### config.mk
export PLATFORM = sky130hd
export DESIGN_NAME = arp_cache_learn_lookup_core
export DESIGN_NICKNAME = d
export VERILOG_FILES = /design/src/rtl/arpc_pkg.sv /design/src/rtl/arpc_ram.sv /design/src/rtl/arpc_match.sv /design/src/rtl/arp_cache_learn_lookup_core.sv
export SDC_FILE = /design/constraint.sdc
export NUM_CORES = 2
export LEC_CHECK = 0
export BUFFER_PORTS_ARGS = -buffer_cell sky130_fd_sc_hd__buf_2
export CORE_ASPECT_RATIO = 1.75
export CORE_UTILIZATION = 55
export DETAILED_ROUTE_END_ITERATION = 8
export GPL_TIMING_DRIVEN = 0
export HOLD_SLACK_MARGIN = 0.02
export PLACE_DENSITY = 0.77
export SLEW_MARGIN = 40
export SYNTH_ARGS = -nofsm -noshare
export SYNTH_HDL_FRONTEND = slang
export SYNTH_SLANG_ARGS = --single-unit
### constraint.sdc
create_clock -name aclk -period 5.8 [get_ports aclk]
set_input_delay 0.58 -clock aclk [delete_from_list [all_inputs] [get_ports aclk]]
set_output_delay 0.58 -clock aclk [all_outputs]
set_load 0.02 [all_outputs]
### src/rtl/arpc_pkg.sv
// ----------------------------------------------------------------------------
// arpc_pkg
// Shared types and constants of the ARP cache: status codes, ARP field values
// and the per-request decision record passed from the match logic.
// ----------------------------------------------------------------------------
package arpc_pkg;

    localparam logic [15:0] OP_REQUEST    = 16'h0001;
    localparam logic [15:0] HW_ETHERNET   = 16'h0001;
    localparam logic [15:0] PROTO_IPV4    = 16'h0800;
    localparam logic [31:0] IP_BROADCAST  = 32'hFFFF_FFFF;
    localparam logic [31:0] IP_EMPTY      = 32'h0000_0000;
    localparam logic [47:0] MAC_BROADCAST = 48'hFFFF_FFFF_FFFF;
    localparam logic [47:0] MAC_NONE      = 48'h0000_0000_0000;

    localparam logic KIND_LEARN  = 1'b0;
    localparam logic KIND_LOOKUP = 1'b1;

    typedef enum logic [2:0] {
        ST_IGNORED = 3'd0,
        ST_KNOWN   = 3'd1,
        ST_ADDED   = 3'd2,
        ST_FULL    = 3'd3,
        ST_HIT     = 3'd4,
        ST_MISS    = 3'd5
    } arpc_status_t;

    typedef struct packed {
        arpc_status_t status;
        logic         send_reply;
        logic         write;      // store ip/mac into the chosen slot
        logic         read;       // fetch the mac of the chosen slot
        logic         hit_slot0;  // lookup hit on the broadcast slot
    } arpc_dec_t;

endpackage

### src/rtl/arpc_ram.sv
// ----------------------------------------------------------------------------
// arpc_ram
// Generic single-write, single-read RAM with a registered read port that
// holds its data while read enable is low.
// ----------------------------------------------------------------------------
module arpc_ram #(
    parameter int WIDTH = 48,
    parameter int DEPTH = 32
) (
    input  logic                     aclk,
    input  logic                     we,
    input  logic [$clog2(DEPTH)-1:0] waddr,
    input  logic [WIDTH-1:0]         wdata,
    input  logic                     re,
    input  logic [$clog2(DEPTH)-1:0] raddr,
    output logic [WIDTH-1:0]         rdata
);

    logic [WIDTH-1:0] mem_reg [DEPTH];
    logic [WIDTH-1:0] rdata_reg;

    always_ff @(posedge aclk) begin
        if (we) begin
            mem_reg[waddr] <= wdata;
        end
        if (re) begin
            rdata_reg <= mem_reg[raddr];
        end
    end

    assign rdata = rdata_reg;

endmodule

### src/rtl/arpc_match.sv
// ----------------------------------------------------------------------------
// arpc_match
// Compares a request against every stored IP, finds the lowest matching and
// the lowest empty slot, and decides status, reply, write and read.
// ----------------------------------------------------------------------------
module arpc_match
    import arpc_pkg::*;
#(
    parameter int ENTRIES = 32
) (
    input  logic [31:0]                entry_ip [ENTRIES],
    input  logic                       kind,
    input  logic [15:0]                op_code,
    input  logic [15:0]                hw_type,
    input  logic [15:0]                proto_type,
    input  logic [31:0]                ip_addr,
    output arpc_dec_t                  dec,
    output logic [$clog2(ENTRIES)-1:0] slot_idx
);

    localparam int IDX_W = $clog2(ENTRIES);

    logic [ENTRIES-1:0] match;
    logic [ENTRIES-1:0] empty;
    logic [IDX_W-1:0]   match_idx;
    logic [IDX_W-1:0]   empty_idx;
    logic               learnable;

    always_comb begin
        for (int i = 0; i < ENTRIES; i++) begin
            match[i] = (entry_ip[i] == ip_addr);
            empty[i] = (entry_ip[i] == IP_EMPTY);
        end
    end

    // lowest set bit wins
    always_comb begin
        match_idx = '0;
        empty_idx = '0;
        for (int i = ENTRIES - 1; i >= 0; i--) begin
            if (match[i]) begin
                match_idx = IDX_W'(i);
            end
            if (empty[i]) begin
                empty_idx = IDX_W'(i);
            end
        end
    end

    assign learnable = (op_code == OP_REQUEST) && (hw_type == HW_ETHERNET)
                    && (proto_type == PROTO_IPV4);

    always_comb begin
        dec            = '0;
        dec.status     = ST_IGNORED;
        slot_idx       = match_idx;
        if (kind == KIND_LOOKUP) begin
            // ip zero would match empty slots, so it never hits
            if ((ip_addr != IP_EMPTY) && (|match)) begin
                dec.status    = ST_HIT;
                dec.read      = 1'b1;
                dec.hit_slot0 = (match_idx == '0);
            end else begin
                dec.status = ST_MISS;
            end
        end else if (!learnable) begin
            dec.status = ST_IGNORED;
        end else if (|match) begin
            dec.status     = ST_KNOWN;
            dec.send_reply = 1'b1;
        end else if (|empty) begin
            dec.status     = ST_ADDED;
            dec.send_reply = 1'b1;
            dec.write      = 1'b1;
            slot_idx       = empty_idx;
        end else begin
            dec.status = ST_FULL;
        end
    end

endmodule

### src/rtl/arp_cache_learn_lookup_core.sv
// ----------------------------------------------------------------------------
// arp_cache_learn_lookup_core
// IPv4-to-MAC cache with learn and lookup requests on one stream.
// ----------------------------------------------------------------------------
// Input stream s_*: tuser selects the request (0 learn, 1 lookup); tdata
// carries the ARP opcode, hardware type, protocol type, IP and MAC. Every
// request gives exactly one result on m_*: status, reply flag and the MAC
// found on a lookup hit.
// The request sits in the input register, then the table compare and
// priority select feed the result register, which drives m_tvalid; the step
// between the two waits while a result that was not taken is held.
// Throughput is one request per cycle while m_tready is high; it is set by
// the parallel compare over the IP registers and the one read port of the
// MAC RAM. A learn takes effect for the request directly behind it.
// Reset restores the table at once: slot 0 holds the broadcast entry, all
// other IP registers are zero (empty). The MAC RAM is not cleared; a slot is
// only read after it was written, and the broadcast MAC is a constant.
// When m_tready is low the result holds and one more request is taken into
// the input register; s_tready then drops until the result moves on.
// ----------------------------------------------------------------------------
module arp_cache_learn_lookup_core
    import arpc_pkg::*;
#(
    parameter int ENTRIES = 32
) (
    input  logic         aclk,
    input  logic         aresetn,
    input  logic         s_tvalid,
    output logic         s_tready,
    // op_code[15:0], hw_type[31:16], proto_type[47:32], ip_addr[79:48],
    // mac_addr[127:80]
    input  logic [127:0] s_tdata,
    // kind[0]
    input  logic         s_tuser,
    output logic         m_tvalid,
    input  logic         m_tready,
    // status[2:0], send_reply[3], found_mac[51:4], zero[55:52]
    output logic [55:0]  m_tdata
);

    localparam int IDX_W = $clog2(ENTRIES);

    logic               in_valid_reg;
    logic               in_valid_next;
    logic               kind_reg;
    logic [15:0]        op_code_reg;
    logic [15:0]        hw_type_reg;
    logic [15:0]        proto_type_reg;
    logic [31:0]        ip_addr_reg;
    logic [47:0]        mac_addr_reg;

    logic               out_valid_reg;
    logic               out_valid_next;
    arpc_status_t       status_reg;
    logic               reply_reg;
    logic               hit0_reg;

    logic [31:0]        entry_ip_reg [ENTRIES];
    arpc_dec_t          dec;
    logic [IDX_W-1:0]   slot_idx;
    logic               advance;
    logic [47:0]        ram_rdata;
    logic [47:0]        found_mac;

    assign advance  = in_valid_reg && (!out_valid_reg || m_tready);
    assign s_tready = !in_valid_reg || advance;

    always_comb begin
        in_valid_next = in_valid_reg;
        if (s_tvalid && s_tready) begin
            in_valid_next = 1'b1;
        end else if (advance) begin
            in_valid_next = 1'b0;
        end
        out_valid_next = out_valid_reg;
        if (advance) begin
            out_valid_next = 1'b1;
        end else if (m_tready) begin
            out_valid_next = 1'b0;
        end
    end

    always_ff @(posedge aclk) begin
        if (!aresetn) begin
            in_valid_reg  <= 1'b0;
            out_valid_reg <= 1'b0;
        end else begin
            in_valid_reg  <= in_valid_next;
            out_valid_reg <= out_valid_next;
        end
    end

    // input register
    always_ff @(posedge aclk) begin
        if (s_tvalid && s_tready) begin
            kind_reg       <= s_tuser;
            op_code_reg    <= s_tdata[15:0];
            hw_type_reg    <= s_tdata[31:16];
            proto_type_reg <= s_tdata[47:32];
            ip_addr_reg    <= s_tdata[79:48];
            mac_addr_reg   <= s_tdata[127:80];
        end
    end

    // ip table, slot 0 starts as the broadcast entry
    always_ff @(posedge aclk) begin
        if (!aresetn) begin
            for (int i = 0; i < ENTRIES; i++) begin
                entry_ip_reg[i] <= (i == 0) ? IP_BROADCAST : IP_EMPTY;
            end
        end else if (advance && dec.write) begin
            for (int i = 0; i < ENTRIES; i++) begin
                if (slot_idx == IDX_W'(i)) begin
                    entry_ip_reg[i] <= ip_addr_reg;
                end
            end
        end
    end

    arpc_match #(
        .ENTRIES (ENTRIES)
    ) u_match (
        .entry_ip   (entry_ip_reg),
        .kind       (kind_reg),
        .op_code    (op_code_reg),
        .hw_type    (hw_type_reg),
        .proto_type (proto_type_reg),
        .ip_addr    (ip_addr_reg),
        .dec        (dec),
        .slot_idx   (slot_idx)
    );

    arpc_ram #(
        .WIDTH (48),
        .DEPTH (ENTRIES)
    ) u_mac_ram (
        .aclk  (aclk),
        .we    (advance && dec.write),
        .waddr (slot_idx),
        .wdata (mac_addr_reg),
        .re    (advance && dec.read),
        .raddr (slot_idx),
        .rdata (ram_rdata)
    );

    // result register, the mac itself sits in the ram read register
    always_ff @(posedge aclk) begin
        if (advance) begin
            status_reg <= dec.status;
            reply_reg  <= dec.send_reply;
            hit0_reg   <= dec.hit_slot0;
        end
    end

    always_comb begin
        found_mac = MAC_NONE;
        if (status_reg == ST_HIT) begin
            found_mac = hit0_reg ? MAC_BROADCAST : ram_rdata;
        end
    end

    assign m_tvalid = out_valid_reg;
    assign m_tdata  = {4'b0000, found_mac, reply_reg, status_reg};

`ifndef SYNTHESIS
    a_slot0_kept: assert property (@(posedge aclk) disable iff (!aresetn)
        entry_ip_reg[0] == IP_BROADCAST)
        else $error("broadcast slot was overwritten");

    a_write_empty: assert property (@(posedge aclk) disable iff (!aresetn)
        advance && dec.write |-> entry_ip_reg[slot_idx] == IP_EMPTY)
        else $error("learn wrote into an occupied slot");

    a_no_rw_clash: assert property (@(posedge aclk) disable iff (!aresetn)
        !(dec.write && dec.read))
        else $error("request both writes and reads the mac ram");

    a_reply_status: assert property (@(posedge aclk) disable iff (!aresetn)
        out_valid_reg && reply_reg |-> status_reg == ST_KNOWN || status_reg == ST_ADDED)
        else $error("reply flagged for a status that needs none");

    a_ready_empty: assert property (@(posedge aclk) disable iff (!aresetn)
        !out_valid_reg |-> s_tready)
        else $error("input stalled with an empty result register");
`endif

endmodule

## Word level (Yosys, flattened, before mapping)

Memories as Yosys holds them, arrays and structs flattened. A register that Yosys moved wholly into a read port is not among the register bits.
Cells that the tools add are included.

| storage, ports and cells | value |
|---|---|
| register bits after elaboration | 1160 |
| RAM bits | 1536 |
| output and inout port bits | 58 |
| word-level logic and storage cells | 283 |
| memories kept | 1 |

| operators by class | value |
|---|---|
| equality and inequality tests | 67 |
| mux-type cells | 87 |
| bitwise logic cells | 1 |
| reductions and logical operators | 84 |

Memory list:

| memory | words | width | rd ports | clocked after memory_dff | wr ports | line | RTL |
|---|---|---|---|---|---|---|---|
| u_mac_ram.mem_reg | 32 | 48 | 1 | 1 | 1 | arpc_ram.sv:19 | `logic [WIDTH-1:0] mem_reg [DEPTH];` |

Operator list:

| cell | count |
|---|---|
| == test 32 bit | 32 |
| zero test 32 bit | 32 |
| two-way mux 5 bit | 68 |
| two-way mux 48 bit | 2 |
| == test 5 bit, second input constant | 16 |
| AND reduction 2 bit | 33 |
| OR reduction 32 bit | 2 |
| == test 5 x 4 -> 1 bit, second input constant | 8 |
| == test 16 x 1 -> 1 bit, second input constant | 2 |
| nonzero test 32 bit | 1 |
| == test 5 x 3 -> 1 bit, second input constant | 4 |
| == test 16 x 12 -> 1 bit, second input constant | 1 |
| two-way mux 1 bit | 11 |
| == test 5 x 2 -> 1 bit, second input constant | 2 |
| zero test 5 bit | 2 |
| two-way mux 3 bit | 3 |
| logical AND 1 bit | 7 |
| two-way mux 2 bit | 3 |
| == test 5 x 1 -> 1 bit, second input constant | 1 |
| nonzero test 2 bit | 2 |
| == test 3 bit, second input constant | 1 |
| zero test 1 bit | 2 |
| logical OR 1 bit | 2 |
| OR reduction 2 bit | 1 |
| inverter 1 bit | 1 |

## Depth between registers and ports, before layout

| depth | value |
|---|---|
| depth after elaboration | 39 |
| mapped depth | 21 |
| mapped depth without buffers | 14 |

## By module

A second synthesis with hierarchy kept.

| unflattened totals | value |
|---|---|
| cells, all modules | 9123 |
| area, all modules | 119195.6 um^2 |

By module, submodules not included:

| module | instances | cells each | area each (um^2) |
|---|---|---|---|
| arpc_ram | 1 | 3364 | 61205.0 |
| arp_cache_learn_lookup_core | 1 | 3729 | 42097.9 |
| arpc_match | 1 | 2030 | 15892.7 |

## Least setup slack after synthesis

No wires, ideal clock.

| path | value |
|---|---|
| kind | register -> register |
| start point | register ip_addr_reg[21] |
| end point | memory u_mac_ram.mem_reg[23][0] (enable) |
| data arrival time | 5.270 ns |
| path slack | 0.076 ns |
| stages on the path, launching flop included | 17 |
| cells stage by stage | edfxtp_1 > buf_4 > buf_4 > xnor2_1 > nand4_1 > nor2_1 > nand4_1 > nand4_1 > or4_1 > nor2_1 > nand2_1 > nor3_1 > a21oi_2 > buf_2 > or2_2 > clkbuf_1 > nor2_1 |

| on the way | value |
|---|---|
| word-level cells in the longest chain between the ends | 37 |
| elaborated cells on any way between the ends | 75 |
| classes of those cells | eq/ne (32); mux (41); reduce/logical (2) |

RTL lines:

| item | line | RTL |
|---|---|---|
| from (decl) | arp_cache_learn_lookup_core.sv:49 | `logic [31:0] ip_addr_reg;` |
| from (signal assigned) | arp_cache_learn_lookup_core.sv:100 | `ip_addr_reg <= s_tdata[79:48];` |
| == test 32 bit | arpc_match.sv:31 | `match[i] = (entry_ip[i] == ip_addr);` |
| two-way mux 5 bit (32 in a row) | arpc_match.sv:41 | `if (match[i]) begin` |
| two-way mux 5 bit | arpc_match.sv:71 | `end else if (\|empty) begin` |
| two-way mux 5 bit | arpc_match.sv:68 | `end else if (\|match) begin` |
| two-way mux 5 bit | arpc_match.sv:66 | `end else if (!learnable) begin` |
| two-way mux 5 bit | arpc_match.sv:57 | `if (kind == KIND_LOOKUP) begin` |
| to (decl) | arpc_ram.sv:19 |  |

Parallel ways exist; a longest one is shown, timed or not.

## Worst setup path in the final report

| path | value |
|---|---|
| start point | register ip_addr_reg[29] |
| end point | memory u_mac_ram.mem_reg[19][28] (enable) |

The elaborated chain is that of the path after synthesis.

==> impl_results.md <==
* Most common cell in the netlist: edfxtp_1
* Final Hold Fails at 0
* Switching Fraction at 23.4%
* CTS tree: built
* R2r startpoint: ip_addr_reg[29]
* Number of I/O port buffers at 185
* Final instance area at 136000 um2
* Die X at 348 um
* Top_reg_cell synth: edfxtp_1
* Initial antenna violation count at 29
* Most used routing layer: met2
* Violated checks: setup timing
* CTS Buf Count at 243
* PD cells at 292 nW/um2
* Clock Latency Late Sink at 0.97 ns
* WP data required at 6.45 ns
* Clock Tree Root: clkbuf_16
* Distinct cells, synth at 90
* Crit-path max FO at 13
* Clock Path Buffers at 4
* Clock Power Share at 42.0%
* Post-route ant nets at 0
* Total Routed Length at 528000 um
* Seq/Total Area, Yosys at 62.5%
* Post-Synthesis Cells at 9485
* Fmax at 0.166 GHz
* GR Layer Usage met1 at 47.9%
* Pin count of the biggest net entering global routing at 50
* Die area at 212000 um2
* Final nets at 10.5k
* Most instantiated cells after synthesis: edfxtp_1, a21oi_1, nor2b_1, dfxtp_1, xnor2_1
* Reg power frac at 52.4%
* Global route overflow at 0
* VDD IR-drop max at 0.000476 V
* Top-area cell type share of the netlist area at 44.7%
* Worst Setup Start Kind: flip-flop
* Hold path start: s_tdata[116]
* M3 GR Usage at 16.3%
* Fraction of registers with async set/reset at 0%
* Worst Hold Class: primary input to flip-flop
* Area contributors post-synth: edfxtp_1, dfxtp_1, nor2b_1
* Number of synthesized flops with an enable pin at 1718
* Critical path class: flip-flop to flip-flop
* Design Power at 39.8 mW
* Comb pwr share at 5.6%
* Synthesized area at 115000 um2
* Syn Area/Cell at 12.2 um2
* RD Place Congestion at 1.08
* CTS Sinks at 2744
* Starting Density at 55.3%
* Via count at 90.4k
* Layout cell share with drive strength beyond 1 at 15.3%
* Cell internal pwr at 30.5 mW
* Largest area contributor in the netlist: edfxtp_1
* Fin Clk Skew at 0.0999 ns
* Placed cell count at 12.7k
* DPL Wire Length at 367000 um
* Gr usage total at 49.3%
* Max reg flops at 1536
* Tcrit/Tclk final at 104%
* Final min period at 6.03 ns
* Max-cap violations at 0
* Filler Cell Count at 15.4k
* H-tree level count at 4
* Grt met2 use at 76.4%
* Cell area after placement at 125000 um2
* Status: finished with violations
* Fin worst setup slack at -0.234 ns
* Placement Setup Slack at -1.78 ns
* Final setup viols at 403
* # DRC at 0
* Relative slew slack at 33.5%
* Cell Count, Final, Fillers Out at 13.4k
* Fin Hold WS at 0.345 ns
* Util after Layout at 65.2%
* Vias per cell at 6.77
* Starting DRT DRC Count at 12.8k
* CP startpoint: ip_addr_reg[29]
* Final slew viol count at 0
* Area Overhead vs Synth at 17.8%
* First-pass GRT wire length at 709000 um
* Critical path data arrival time at 6.68 ns
* WL/cell at 39.5 um
* Sw Pwr at 9.30 mW
* Synthesized flop and latch total at 2744
* IO Count at 191
* CP endpoint kind: flip-flop
* CORE AREA at 209000 um2
* Std cell rows at 222
* Leak Pwr at 48.5 nW
* TritonRoute pass-1 iters at 8
* Tightest Pin Transition at 0.994 ns
* Die Span Y at 608 um
* TNS Setup at -35.58 ns
* Vias in the first global route at 88.9k
* Worst-path clk slew at 0.07 ns
* Ys Warns at 0
[area by class of cell]
type                    count  area [um2]  area share, %
plain buffers             660        4560           3.35
repair buffers            616        7170           5.28
flip-flops and latches   2744       72100           53.1
diodes                     22        55.1         0.0405
clock inverters           124        1350          0.994
inverters                   8        30.0         0.0221
multi-input cells        6073       40600           29.9
well taps                2800        3500           2.58
clock buffers             313        6510           4.79
[layout by cell type, fill, tap and decap left out, types with 47 or more instances in the layout]
| cell | count |
|---|---|
| nand2_1 | 623 |
| clkbuf_1 | 189 |
| clkbuf_16 | 245 |
| a211oi_1 | 79 |
| xor2_1 | 352 |
| dlygate4sd3_1 | 132 |
| buf_6 | 117 |
| xnor2_1 | 672 |
| nor2_4 | 47 |
| dfxtp_1 | 1026 |
| nor2b_1 | 1048 |
| o21ai_0 | 97 |
| buf_16 | 93 |
| a21oi_1 | 1239 |
| nor4_1 | 392 |
| nor2_1 | 131 |
| o22ai_1 | 97 |
| edfxtp_1 | 1718 |
| buf_8 | 88 |
| mux2i_1 | 421 |
| buf_2 | 306 |
| nand4_1 | 279 |
| buf_4 | 180 |
| clkbuf_2 | 162 |
| o21a_1 | 55 |
[logic make-up after synthesis]
| logic type | after synthesis | synth area share [%] |
|---|---|---|
| buf+inv | 671 | 3.15 |
| mux | 464 | 4.22 |
| flops | 2744 | 62.5 |
| compound gates | 1780 | 8.81 |
| other cells | 1 | 0.00325 |
| simple gates | 2801 | 13.5 |
| xor+xnor | 1024 | 7.77 |
[power by group through the flow]
stage                     Sequential [mW]  Combinational (mW)  Clock [mW]
after global routing                 20.8                2.15        17.2
after detailed placement             21.3                1.93           0
after floorplan                      21.3               0.808           0
final                                20.8                2.22        16.7
after global placement               21.4                1.72           0
after CTS                            20.9                2.03        16.5
[metal layers]
layer | up-vias | routed length, um
li1 | 36100 | -
met1 | 43300 | 152000
met2 | 7739 | 236000
met3 | 3302 | 60200
met4 | 12 | 79500
met5 | - | 83
[final timing paths]
kind | endpoint | slack, ns | depth (start not counted)
max | u_mac_ram.mem_reg[19][28] | -0.23 | 21
min | mac_addr_reg[36] | 0.34 | 2
max reg2reg | u_mac_ram.mem_reg[19][28] | -0.23 | 21
min reg2reg | entry_ip_reg[997] | 0.51 | 1
[timing repair]
| action | CTS | global route |
|---|---|---|
| buffers inserted | 57 | 21 |
| gates resized for setup | 215 | 164 |
| cloned | 0 | 0 |
| hold buffers | 132 | 0 |
| setup endpoints to repair | 2549 | 1441 |
| endpoints found under the hold margin | 131 | 0 |
| pin swaps | 33 | 19 |
[critical path, cell delays in order (launching register included)]
cell and delay, ns:
edfxtp_1 0.34, buf_4 0.39, buf_4 0.36, xor2_1 0.11, nor4_1 0.55, nand4_1 0.31
nor2_4 0.22, buf_12 0.16, nor4_4 0.06, nand4_1 0.20, buf_4 0.17, nor2_1 0.07
nor2_4 0.34, buf_4 0.37, clkbuf_4 0.38, clkbuf_4 0.37, nand4_1 0.20, buf_4 0.22
nor2_4 0.19, buf_16 0.21, buf_16 0.18, buf_8 0.17
No activity file was read; power rests on OpenSTA's default activity.
